## src/lcdrb_pkg.sv

```systemverilog
// Types and constants shared by the text row buffer modules.
package lcdrb_pkg;

   localparam int ROW_COUNT = 2;
   localparam int QUEUE_DEPTH = 2;
   localparam logic [7:0] SPACE_CHAR = 8'h20;

   typedef enum logic [1:0] {
      OP_WRITE      = 2'd0,
      OP_CLEAR      = 2'd1,
      OP_HOME       = 2'd2,
      OP_SET_CURSOR = 2'd3
   } opcode_type;

   typedef enum logic [1:0] {
      MODE_NONE  = 2'd0,
      MODE_LEFT  = 2'd1,
      MODE_RIGHT = 2'd2
   } scroll_mode_type;

   typedef enum logic [2:0] {
      CMD_WRITE      = 3'd0,
      CMD_RENDER     = 3'd1,
      CMD_CLEAR      = 3'd2,
      CMD_HOME       = 3'd3,
      CMD_SET_CURSOR = 3'd4
   } cmd_kind_type;

   typedef struct packed {
      cmd_kind_type kind;
      logic [7:0]   char_value;
      logic [7:0]   column;
      logic         row_select;
   } cmd_type;

   typedef struct packed {
      logic full;
      logic empty;
   } q_status_type;

   typedef enum logic {
      BK_IDLE   = 1'b0,
      BK_RENDER = 1'b1
   } back_state_type;

endpackage

```

## src/text_lcd_row_buffer_scroll.sv

```systemverilog
// Top level of the two-row character display text buffer with scrolling window.
//
// Requests: raise start with req_opcode, req_char_value, req_column and
// req_row_select; the request is taken at a rising edge where busy is low.
// Opcodes: write byte, clear, home, set cursor. Writing byte zero renders
// both rows through the window before the zero is stored.
// A render puts out 2 x WINDOW_CHARS characters on rsp_out_row,
// rsp_out_column and rsp_out_char, one per cycle, each marked by
// rsp_strobe for a single cycle; rsp_last flags the final one. The receiver
// cannot stall, so results are never held back.
// A request passes from the intake register through the command queue
// to the execution side; render output leaves through the state and
// output registers. A render holds the execution side while it walks the
// text memory one character per cycle; other requests are carried out
// as they are popped. A two-entry queue lets new requests be taken during
// a render; busy rises once it and the intake register are full.
// csr_we with csr_wdata writes the scroll mode; write it only while idle.
// Reset (synchronous, high) empties the store, cursors, offset and mode.
module text_lcd_row_buffer_scroll
   import lcdrb_pkg::*;
#(
   parameter int ROW_CHARS    = 40,
   parameter int WINDOW_CHARS = 16
) (
   input  logic       clock,
   input  logic       reset,
   input  logic       start,
   output logic       busy,
   input  logic [1:0] req_opcode,
   input  logic [7:0] req_char_value,
   input  logic [7:0] req_column,
   input  logic       req_row_select,
   input  logic       csr_we,
   input  logic [1:0] csr_wdata,
   output logic       rsp_strobe,
   output logic       rsp_out_row,
   output logic [3:0] rsp_out_column,
   output logic [7:0] rsp_out_char,
   output logic       rsp_last
);

   logic [1:0]   mode_ff, mode_in;
   logic         push, pop;
   cmd_type      push_cmd, head_cmd;
   q_status_type q_status;

   assign mode_in = csr_we ? csr_wdata : mode_ff;

   always_ff @(posedge clock) begin
      if (reset) begin
         mode_ff <= MODE_NONE;
      end else begin
         mode_ff <= mode_in;
      end
   end

   lcdrb_front u_front (
      .clock          (clock),
      .reset          (reset),
      .start          (start),
      .busy           (busy),
      .req_opcode     (req_opcode),
      .req_char_value (req_char_value),
      .req_column     (req_column),
      .req_row_select (req_row_select),
      .q_status       (q_status),
      .push           (push),
      .push_cmd       (push_cmd)
   );

   lcdrb_cmdq u_cmdq (
      .clock    (clock),
      .reset    (reset),
      .push     (push),
      .push_cmd (push_cmd),
      .pop      (pop),
      .head_cmd (head_cmd),
      .q_status (q_status)
   );

   lcdrb_back #(
      .ROW_CHARS    (ROW_CHARS),
      .WINDOW_CHARS (WINDOW_CHARS)
   ) u_back (
      .clock          (clock),
      .reset          (reset),
      .scroll_mode    (mode_ff),
      .q_status       (q_status),
      .head_cmd       (head_cmd),
      .pop            (pop),
      .rsp_strobe     (rsp_strobe),
      .rsp_out_row    (rsp_out_row),
      .rsp_out_column (rsp_out_column),
      .rsp_out_char   (rsp_out_char),
      .rsp_last       (rsp_last)
   );

endmodule

```

## src/lcdrb_front.sv

```systemverilog
// Request intake: accepts a request, classifies it and hands it to the command queue.
module lcdrb_front
   import lcdrb_pkg::*;
(
   input  logic         clock,
   input  logic         reset,
   input  logic         start,
   output logic         busy,
   input  logic [1:0]   req_opcode,
   input  logic [7:0]   req_char_value,
   input  logic [7:0]   req_column,
   input  logic         req_row_select,
   input  q_status_type q_status,
   output logic         push,
   output cmd_type      push_cmd
);

   logic    vld_ff, vld_in;
   cmd_type cmd_ff, cmd_in;
   cmd_type decoded;
   logic    accept;

   always_comb begin
      decoded.char_value = req_char_value;
      decoded.column     = req_column;
      decoded.row_select = req_row_select;
      case (opcode_type'(req_opcode))
         OP_WRITE: begin
            decoded.kind = (req_char_value == 8'd0) ? CMD_RENDER : CMD_WRITE;
         end
         OP_CLEAR:      decoded.kind = CMD_CLEAR;
         OP_HOME:       decoded.kind = CMD_HOME;
         OP_SET_CURSOR: decoded.kind = CMD_SET_CURSOR;
         default:       decoded.kind = CMD_SET_CURSOR;
      endcase
   end

   assign busy     = vld_ff & q_status.full;
   assign accept   = start & ~busy;
   assign push     = vld_ff & ~q_status.full;
   assign push_cmd = cmd_ff;

   always_comb begin
      vld_in = accept | (vld_ff & ~push);
      cmd_in = accept ? decoded : cmd_ff;
   end

   always_ff @(posedge clock) begin
      if (reset) begin
         vld_ff <= 1'b0;
      end else begin
         vld_ff <= vld_in;
      end
   end

   always_ff @(posedge clock) begin
      cmd_ff <= cmd_in;
   end

endmodule

```

## src/lcdrb_cmdq.sv

```systemverilog
// Short command queue between the intake and the execution side.
module lcdrb_cmdq
   import lcdrb_pkg::*;
(
   input  logic         clock,
   input  logic         reset,
   input  logic         push,
   input  cmd_type      push_cmd,
   input  logic         pop,
   output cmd_type      head_cmd,
   output q_status_type q_status
);

   localparam int QAW = (QUEUE_DEPTH > 1) ? $clog2(QUEUE_DEPTH) : 1;
   localparam int QCW = $clog2(QUEUE_DEPTH + 1);
   localparam logic [QAW-1:0] LAST_SLOT = QAW'(QUEUE_DEPTH - 1);
   localparam logic [QCW-1:0] FULL_CNT  = QCW'(QUEUE_DEPTH);

   cmd_type        slot_ff [QUEUE_DEPTH];
   logic [QAW-1:0] wp_ff, wp_in, rp_ff, rp_in;
   logic [QCW-1:0] cnt_ff, cnt_in;
   logic           do_push, do_pop;

   assign q_status.full  = (cnt_ff == FULL_CNT);
   assign q_status.empty = (cnt_ff == '0);
   assign head_cmd       = slot_ff[rp_ff];

   always_comb begin
      do_push = push & ~q_status.full;
      do_pop  = pop & ~q_status.empty;
      wp_in   = wp_ff;
      rp_in   = rp_ff;
      cnt_in  = cnt_ff;
      if (do_push) begin
         wp_in = (wp_ff == LAST_SLOT) ? '0 : wp_ff + QAW'(1);
      end
      if (do_pop) begin
         rp_in = (rp_ff == LAST_SLOT) ? '0 : rp_ff + QAW'(1);
      end
      if (do_push && !do_pop) begin
         cnt_in = cnt_ff + QCW'(1);
      end else if (do_pop && !do_push) begin
         cnt_in = cnt_ff - QCW'(1);
      end
   end

   always_ff @(posedge clock) begin
      if (reset) begin
         wp_ff  <= '0;
         rp_ff  <= '0;
         cnt_ff <= '0;
      end else begin
         wp_ff  <= wp_in;
         rp_ff  <= rp_in;
         cnt_ff <= cnt_in;
      end
   end

   always_ff @(posedge clock) begin
      if (do_push) begin
         slot_ff[wp_ff] <= push_cmd;
      end
   end

endmodule

```

## src/lcdrb_back.sv

```systemverilog
// Execution side: text store, cursors, scroll offset and the render walk.
module lcdrb_back
   import lcdrb_pkg::*;
#(
   parameter int ROW_CHARS    = 40,
   parameter int WINDOW_CHARS = 16
) (
   input  logic         clock,
   input  logic         reset,
   input  logic [1:0]   scroll_mode,
   input  q_status_type q_status,
   input  cmd_type      head_cmd,
   output logic         pop,
   output logic         rsp_strobe,
   output logic         rsp_out_row,
   output logic [3:0]   rsp_out_column,
   output logic [7:0]   rsp_out_char,
   output logic         rsp_last
);

   localparam int PW = $clog2(ROW_CHARS);
   localparam int AW = $clog2(ROW_COUNT * ROW_CHARS);
   localparam int JW = $clog2(WINDOW_CHARS);
   localparam int CW = (JW > 4) ? JW : 4;
   localparam int OW = $clog2(ROW_CHARS + 1) + 1;
   localparam int SW = OW + 1;
   localparam int NZW = ROW_COUNT * ROW_CHARS;
   localparam logic [PW-1:0] LAST_POS = PW'(ROW_CHARS - 1);
   localparam logic [JW-1:0] LAST_J   = JW'(WINDOW_CHARS - 1);
   localparam logic [7:0]    ROW_LEN8 = 8'(ROW_CHARS);
   localparam logic [7:0]    ROW_END8 = 8'(ROW_CHARS - 1);
   localparam logic [AW-1:0] ROW1_BASE = AW'(ROW_CHARS);
   localparam logic signed [OW-1:0] OFF_MAX = OW'(ROW_CHARS);
   localparam logic signed [OW-1:0] OFF_MIN = -OFF_MAX;
   localparam logic signed [SW-1:0] ROW_S   = SW'(ROW_CHARS);

   back_state_type        state_ff, state_in;
   logic [7:0]            cur_ff [ROW_COUNT];
   logic [7:0]            cur_in [ROW_COUNT];
   logic                  act_ff, act_in;
   logic signed [OW-1:0]  off_ff, off_in, off_nx;
   logic [NZW-1:0]        nz_ff, nz_in;
   logic [PW-1:0]         pos_ff, pos_in, base_ff, base_in, base_nx;
   logic                  row_ff, row_in;
   logic [JW-1:0]         j_ff, j_in;
   logic                  ev_ff, ev_in;
   logic                  erow_ff, erow_in;
   logic [JW-1:0]         ecol_ff, ecol_in;
   logic                  elast_ff, elast_in;
   logic                  evis_ff, evis_in;
   logic [7:0]            rd_ff;
   logic [7:0]            mem [NZW];
   logic                  do_write, mem_we;
   logic [7:0]            wchar, wpos;
   logic [AW-1:0]         widx, ra;
   logic signed [SW-1:0]  st, s1, s2, s3;
   logic [ROW_CHARS-1:0]  mask, nz_row;
   logic                  vis;
   logic [CW-1:0]         ecol_x;

   // Window start and offset update for the next render.
   always_comb begin
      case (scroll_mode)
         MODE_LEFT: begin
            st     = SW'(off_ff);
            off_nx = off_ff + OW'(1);
            if (off_nx > OFF_MAX) begin
               off_nx = '0;
            end
         end
         MODE_RIGHT: begin
            st     = ROW_S + SW'(off_ff);
            off_nx = off_ff - OW'(1);
            if (off_nx < OFF_MIN) begin
               off_nx = '0;
            end
         end
         default: begin
            st     = '0;
            off_nx = '0;
         end
      endcase
      // fold the start into one row period
      s1 = (st < 0) ? st + ROW_S : st;
      s2 = (s1 >= ROW_S) ? s1 - ROW_S : s1;
      s3 = (s2 >= ROW_S) ? s2 - ROW_S : s2;
      base_nx = s3[PW-1:0];
   end

   // A position shows text only if every byte up to it is nonzero.
   always_comb begin
      for (int i = 0; i < ROW_CHARS; i++) begin
         mask[i] = (PW'(i) <= pos_ff);
      end
      nz_row = row_ff ? nz_ff[NZW-1:ROW_CHARS] : nz_ff[ROW_CHARS-1:0];
      vis    = &(nz_row | ~mask);
      ra     = row_ff ? ROW1_BASE + AW'(pos_ff) : AW'(pos_ff);
   end

   always_comb begin
      state_in = state_ff;
      for (int r = 0; r < ROW_COUNT; r++) begin
         cur_in[r] = cur_ff[r];
      end
      act_in   = act_ff;
      off_in   = off_ff;
      nz_in    = nz_ff;
      pos_in   = pos_ff;
      base_in  = base_ff;
      row_in   = row_ff;
      j_in     = j_ff;
      pop      = 1'b0;
      do_write = 1'b0;
      wchar    = head_cmd.char_value;
      ev_in    = 1'b0;
      erow_in  = row_ff;
      ecol_in  = j_ff;
      elast_in = 1'b0;
      evis_in  = vis;
      mem_we   = 1'b0;

      case (state_ff)
         BK_IDLE: begin
            if (!q_status.empty) begin
               pop = 1'b1;
               case (head_cmd.kind)
                  CMD_WRITE: do_write = 1'b1;
                  CMD_RENDER: begin
                     state_in = BK_RENDER;
                     off_in   = off_nx;
                     base_in  = base_nx;
                     pos_in   = base_nx;
                     row_in   = 1'b0;
                     j_in     = '0;
                  end
                  CMD_CLEAR: begin
                     for (int r = 0; r < ROW_COUNT; r++) begin
                        cur_in[r] = '0;
                     end
                     act_in = 1'b0;
                     off_in = '0;
                     nz_in  = '0;
                  end
                  CMD_HOME: begin
                     for (int r = 0; r < ROW_COUNT; r++) begin
                        cur_in[r] = '0;
                     end
                     act_in = 1'b0;
                  end
                  CMD_SET_CURSOR: begin
                     cur_in[head_cmd.row_select] = head_cmd.column;
                     act_in = head_cmd.row_select;
                  end
                  default: ;
               endcase
            end
         end
         BK_RENDER: begin
            ev_in    = 1'b1;
            elast_in = row_ff & (j_ff == LAST_J);
            pos_in   = (pos_ff == LAST_POS) ? '0 : pos_ff + PW'(1);
            j_in     = j_ff + JW'(1);
            if (j_ff == LAST_J) begin
               j_in   = '0;
               pos_in = base_ff;
               row_in = 1'b1;
               if (row_ff) begin
                  // store the zero byte once both rows are out
                  state_in = BK_IDLE;
                  do_write = 1'b1;
                  wchar    = 8'd0;
               end
            end
         end
         default: state_in = BK_IDLE;
      endcase

      wpos = cur_ff[act_ff];
      widx = act_ff ? ROW1_BASE + AW'(wpos[PW-1:0]) : AW'(wpos[PW-1:0]);
      if (do_write && (wpos < ROW_LEN8)) begin
         mem_we      = 1'b1;
         nz_in[widx] = (wchar != 8'd0);
         if (wpos < ROW_END8) begin
            nz_in[widx + AW'(1)] = 1'b0;
         end
         cur_in[act_ff] = wpos + 8'd1;
      end
   end

   always_ff @(posedge clock) begin
      if (reset) begin
         state_ff <= BK_IDLE;
         for (int r = 0; r < ROW_COUNT; r++) begin
            cur_ff[r] <= '0;
         end
         act_ff <= 1'b0;
         off_ff <= '0;
         nz_ff  <= '0;
         ev_ff  <= 1'b0;
      end else begin
         state_ff <= state_in;
         for (int r = 0; r < ROW_COUNT; r++) begin
            cur_ff[r] <= cur_in[r];
         end
         act_ff <= act_in;
         off_ff <= off_in;
         nz_ff  <= nz_in;
         ev_ff  <= ev_in;
      end
   end

   always_ff @(posedge clock) begin
      pos_ff   <= pos_in;
      base_ff  <= base_in;
      row_ff   <= row_in;
      j_ff     <= j_in;
      erow_ff  <= erow_in;
      ecol_ff  <= ecol_in;
      elast_ff <= elast_in;
      evis_ff  <= evis_in;
   end

   always_ff @(posedge clock) begin
      if (mem_we) begin
         mem[widx] <= wchar;
      end
      rd_ff <= mem[ra];
   end

   assign ecol_x         = CW'(ecol_ff);
   assign rsp_strobe     = ev_ff;
   assign rsp_out_row    = erow_ff;
   assign rsp_out_column = ecol_x[3:0];
   assign rsp_out_char   = evis_ff ? rd_ff : SPACE_CHAR;
   assign rsp_last       = ev_ff & elast_ff;

endmodule

```

## config.mk

```make
export PLATFORM = sky130hd
export DESIGN_NAME = text_lcd_row_buffer_scroll
export DESIGN_NICKNAME = d
export VERILOG_FILES = /design/src/lcdrb_pkg.sv /design/src/text_lcd_row_buffer_scroll.sv /design/src/lcdrb_front.sv /design/src/lcdrb_cmdq.sv /design/src/lcdrb_back.sv
export SDC_FILE = /design/constraint.sdc
export NUM_CORES = 1
export LEC_CHECK = 0
export ABC_CLOCK_PERIOD_IN_PS = 5100
export BUFFER_PORTS_ARGS = -buffer_cell sky130_fd_sc_hd__buf_4
export CORE_ASPECT_RATIO = 1.1
export CORE_UTILIZATION = 63
export DETAILED_ROUTE_END_ITERATION = 7
export PLACE_DENSITY = 0.8
export SYNTH_ARGS = -nofsm -noshare
export SYNTH_HDL_FRONTEND = slang
export SYNTH_SLANG_ARGS = --single-unit
```

## constraint.sdc

```tcl
create_clock -name clock -period 5.1 [get_ports clock]
set_clock_uncertainty 0.05 [all_clocks]
set_input_delay 0.765 -clock clock [delete_from_list [all_inputs] [get_ports clock]]
set_output_delay 0.765 -clock clock [all_outputs]
set_load 0.02 [all_outputs]
```

* Word-level counts from Yosys, hierarchy flattened
Memories as Yosys holds them, arrays and structs flattened. A register that Yosys moved wholly into a read port is not among the register bits.
Cells that the tools add are included.
** Word-level totals
- Memories kept :: 3
- Register bits after elaboration :: 141
- Bits in writable memories :: 696
- Word-level logic and storage cells :: 239
- Output and inout bits :: 16
- Input bits :: 25
** Operators by class
- Reduce and logical (&&, ||, !) cells :: 24
- Mux-type cells :: 82
- $add $sub $neg :: 16
- $lt $le $gt $ge :: 55
- Bitwise gates (word level) :: 22
- Equality and inequality tests :: 15
** Memories
- u_back.mem :: depth 80, width 8, rd ports 1, clocked after memory_dff 1, write ports 1, line lcdrb_back.sv:52 : logic [7:0] mem [NZW];
- u_cmdq.slot_ff :: depth 2, width 20, rd ports 1, clocked after memory_dff 1, write ports 1, line lcdrb_cmdq.sv:19 : cmd_type slot_ff [QUEUE_DEPTH];
- u_back.cur_ff :: depth 2, width 8, rd ports 3, clocked after memory_dff 1, write ports 2, line lcdrb_back.sv:38 : logic [7:0] cur_ff [ROW_COUNT];
** Operator list (number)
- 80-bit two-way mux :: 5
- 5-bit by 6-bit less-or-equal comparator with 1-bit output (first input constant) :: 16
- 80-bit bitwise AND :: 1
- 80-bit bitwise mux :: 1
- 8-bit two-way mux :: 10
- 80-bit NOT :: 1
- 4-bit by 6-bit less-or-equal comparator with 1-bit output (first input constant) :: 8
- 6-bit less-or-equal comparator (first input constant) :: 8
- 16-bit two-way mux :: 3
- 40-bit two-way mux :: 1
- 40-bit NOT :: 1
- 40-bit bitwise OR :: 1
- 40-bit AND reduction :: 1
- 16-bit bitwise mux :: 2
- 16-bit one-hot mux with 2 select lines :: 1
- 1-bit two-way mux :: 31
- 6-bit two-way mux :: 5
- 7-bit two-way mux :: 4
- 7-bit one-hot mux with 2 select lines :: 2
- 3-bit by 6-bit less-or-equal comparator with 1-bit output (first input constant) :: 4
- 8-bit demux with 1-bit select :: 2
- 8-bit by 7-bit >= comparator with 1-bit output (second input constant) :: 2
- 7-bit by 8-bit < comparator with 1-bit output (second input constant) :: 2
- 8-bit by 6-bit < comparator with 1-bit output (second input constant) :: 2
- 52 further kinds :: 100

* Longest topological paths before layout
- Depth in word-level cells :: 12
- Depth in mapped cells :: 17
- Mapped depth without buffers :: 16

* Hierarchy
From an unflattened synthesis, not the netlist that was laid out.
** Second synthesis, totals
- Cell total of the unflattened synthesis :: 2426
- Area total of the unflattened synthesis :: 36278.5 um^2
** Modules (own cells, without submodules)
- lcdrb_back :: cells an instance 2297, area an instance 33826.2 um^2, instances 1, sequential area each 22171.3 um^2
- lcdrb_cmdq :: cells an instance 87, area an instance 1654.1 um^2, instances 1, sequential area each 1301.2 um^2
- lcdrb_front :: cells an instance 36, area an instance 730.7 um^2, instances 1, sequential area each 620.6 um^2
- text_lcd_row_buffer_scroll :: cells an instance 6, area an instance 67.6 um^2, instances 1, sequential area each 40.0 um^2

* Least setup slack after synthesis
OpenSTA, ideal clock, no wires.
- Kind :: reg-to-reg
- Start :: reg u_back.j_ff[0], in the netlist u_back.ecol_in[0]
- End :: reg u_back.nz_ff[15]
- Path buffers :: 3
- Clock period less this slack :: 4617 ps
- Cell stages (with the launch flop) :: 13
- Data arrival time :: 4471 ps
- Slack :: 483 ps
- Data required time :: 4955 ps
- Library setup time :: 95 ps
- Cells stage by stage :: edfxtp_1 -> ha_1 -> and3_1 -> buf_2 -> nand3_1 -> inv_2 -> nor2_1 -> nor4_1 -> nand2_1 -> clkbuf_1 -> clkbuf_1 -> nand2_1 -> a221oi_1
** Between the ends
- Cells in the longest elaborated chain, start to end :: 8
- Elaborated cells on any way between the ends :: 11
- Those cells by class :: 1 x eq/ne; 7 x mux; 1 x bitwise; 2 x reduce/logical
** Ends and longest elaborated chain
- start: declaration :: line lcdrb_back.sv:45 : logic [JW-1:0] j_ff, j_in;
- start signal: assignment :: line lcdrb_back.sv:216 : j_ff <= j_in;
- 4-bit equality test (*) :: line lcdrb_back.sv:163 : if (j_ff == LAST_J) begin
- 8-bit two-way mux (*) :: line lcdrb_back.sv:163
- 8-bit two-way mux (*) :: line lcdrb_back.sv:122 : case (state_ff)
- net u_back.wchar[0] :: line lcdrb_back.sv:54 : logic [7:0] wchar, wpos;
- 8-bit nonzero test (*) :: line lcdrb_back.sv:182 : nz_in[widx] = (wchar != 8'd0);
- 80-bit bitwise mux (*) :: line lcdrb_back.sv:182
- 80-bit bitwise AND (no line)
- 80-bit two-way mux (*) :: line lcdrb_back.sv:183 : if (wpos < ROW_END8) begin
- 80-bit two-way mux (*) :: line lcdrb_back.sv:180 : if (do_write && (wpos < ROW_LEN8)) begin
- end signal: assignment :: line lcdrb_back.sv:207 : nz_ff <= nz_in;
- end: declaration :: line lcdrb_back.sv:42 : logic [NZW-1:0] nz_ff, nz_in;
The timed path passes the listed nets; every way through them passes the cells marked *.
A chain may end at the register's enable or synchronous reset.

==> metrics.txt <==
Leak=roughly 0.013 uW; f_max=between 200 and 250 MHz; RSZ-0062 raised after global routing=false; Post-Syn Instances=approximately 2400; antenna violations before repair=2; clock tree buffer depth=3; Critical Path RT=roughly 5.5 ns; DRT antenna net count=0; hpwl dp=between 50000 and 60000 um; top cells by area, synth=edfxtp_1, dfxtp_1, mux4_2; Synth Area per Inst=approximately 15 um^2; DR vias/cell=7.08; Mapped Area=around 0.036 mm^2; vias=approximately 23000; WL final=96400 um; clk slew on worst S/H paths=0.06 ns; first-pass GRT wire length=144000 um; Sink Count=between 800 and 900; Worst path max stage delay=~0.82 ns; area leader, netlist=edfxtp_1; crit path max fanout=16; WL/cell=just under 30 um; Core Area=0.0561 mm^2; CTS hold repair buffers=0; DRT Pass-1 Iters=8; Synth cell types=a little over 90; worst path arrival time=approximately 5.0 ns; CP Class=flop to flop; FF+latch area=approximately 0.024 mm^2; final number of hold-violating endpoints=0; crit-path cells=mux2i_4, o32ai_4, a21oi_4, and2_1, nand2_1, nor2_1, a21oi_1, a2111oi_0; Starting Density=between 60% and 70%; fill count=3472; Top Family by Delay on Critical Path=simple AND/OR/NAND/NOR gates; area grow syn2layout=11.3%; nature of the critical path startpoint=flop; Slew headroom=12.6%; sum of buffers and inverters on the critical path=0; post-route setup slack=0.532 ns; Routability Congestion=a little under 1; DRC=0; Least-Margin Pin Slew=roughly 1.3 ns; leading cell type in the layout, fill and taps excluded=edfxtp_1; multi-input logic area=approximately 0.011 mm^2; post-synthesis sequential area ratio=about two thirds; GRT Total Usage=approximately 34%; CTS resizes=0; TritonCTS clock tree=built; Max Slew Vio Count=0; I/O Pins=41; TritonCTS Buffers=80; pre-CTS setup slack=between 0.7 and 0.8 ns; chip width=around 230 um; most frequent cells in the layout=edfxtp_1, nor2_1, mux2i_1; Setup-failing EPs final=0; PortBufs=40; ys async rst share=0%; number of post-CTS setup repair buffers=0; vias in the first global route=roughly 23000; total number of yosys warnings=0; Peak VDD IR=452 uV; Clock Latency Late Sink=approximately 0.65 ns; nets=roughly 2500; grt total ovfl=0; MaxCap Viol Count=0; die height=roughly 250 um; class of the worst hold path=input port to flop; crit path max-delay cell type=nor2_1; share of layout cells above drive strength 1=~17%; number of enable flip-flop cells after synthesis=717; setup tns final=0 ns; Tcrit/Tclk final=roughly 90%; Die ar.=roughly 0.058 mm^2; CTS H-tree depth=3; hold path start=req_column[6]; largest net degree at the start of global routing=81; Syn Nets=roughly 2400; root buf cell=clkbuf_16; Rows=a little over 90; final worst path period need=roughly 4.6 ns; Synth Flop Type=edfxtp_1; PD cells=436 mW/mm^2; drt initial violations=~3200; Yosys top cell area share=60.0%; post-synthesis register bit count=approximately 850; outcome=finished clean; critical path capture point type=flop
[synth_stat cells (all sizes together) (13+ instances only)]
| cell type | number |
|---|---|
| nor3 | 60 |
| mux4 | 106 |
| clkbuf | 82 |
| buf | 68 |
| o211ai | 50 |
| o221ai | 57 |
| xor2 | 13 |
| edfxtp | 717 |
| and2 | 20 |
| inv | 45 |
| dfxtp | 130 |
| xnor2 | 21 |
| a221oi | 53 |
| mux2 | 14 |
| a21oi | 123 |
| o21ai | 53 |
| mux2i | 174 |
| nor2 | 209 |
| o22ai | 29 |
| a2111oi | 44 |
| ha | 25 |
| nand2 | 103 |
| nand3 | 19 |
[area by class of cell]
class	instances	area share, %
Clock inverter	46	1.17
Multi-Input combinational cell	1340	27.5
Sequential cell	847	60.4
Inverter	50	0.470
Timing Repair Buffer	138	2.66
Tap cell	744	2.33
Antenna cell	1	0.00626
Clock buffer	100	5.46
[per-stage QoR]
stage	area, um^2	cells	hold WS, ns	power, uW	util (%)
6_report	40000	3266	0.249	17400	71.2
4_1_cts	39900	3265	0.230	17400	71.2
3_3_place_gp	37300	3119	0.363	11400	66.4
3_5_place_dp	37300	3119	0.381	11500	66.5
2_1_floorplan	35900	2387	0.293	10300	-
5_1_grt	39900	3265	0.236	17900	71.2
[flip-flops by register name (all words and copies together) (netlist names), 2 cells and up, named ones only]
register and flops:
mode_ff 2, u_back.base_ff 6, u_back.cur_ff 16, u_back.ecol_in 4, u_back.mem 640, u_back.nz_ff 80, u_back.off_ff 7, u_back.pos_ff 6
u_back.rd_ff 8, u_back.rsp_out_column 4, u_cmdq.cnt_ff 2, u_cmdq.slot_ff 40, u_front.push_cmd 20
[path summary, 6_finish.rpt]
check,end,slack [ns],cells past startpoint
setup / recovery,u_back.nz_ff[35]$_SDFF_PP0_,0.53,8
hold / removal,u_front.push_cmd[7]$_DFFE_PP_,0.25,1
setup reg to reg,u_back.nz_ff[35]$_SDFF_PP0_,0.53,8
hold reg to reg,u_back.rsp_out_column[1]$_DFF_P_,0.39,0
[routing by layer]
metal	up-vias	global-route usage (%)	share of wire (%)
met5	-	0	0
met4	0	17.5	5.5
met3	342	6.88	10
met2	1628	53.7	48
met1	11500	44.1	37
li1	9673	-	-
[cell families (layout without fill, tap and decap cells)]
logic type / after synthesis / count (layout) / synth area share (%)
AOI/OAI and AO/OA: 512 / 512 / 10.4
xor gates and xnor gates: 34 / 34 / 0.851
adders and majority gates: 26 / 26 / 0.899
buffers and inverters: 200 / 334 / 2.48
DFF: 847 / 847 / 67.2
muxes: 294 / 294 / 12.1
other: 0 / 1 / 0
and+or+nand+nor: 474 / 474 / 6.02
[power breakdown]
part | switching (uW) | internal [uW] | total, uW
Sequential | 124 | 8130 | 8250
Clock | 2600 | 3410 | 6010
Combinational | 2230 | 921 | 3160
Total | 4950 | 12500 | 17400
(Power assumes the default switching activity.)
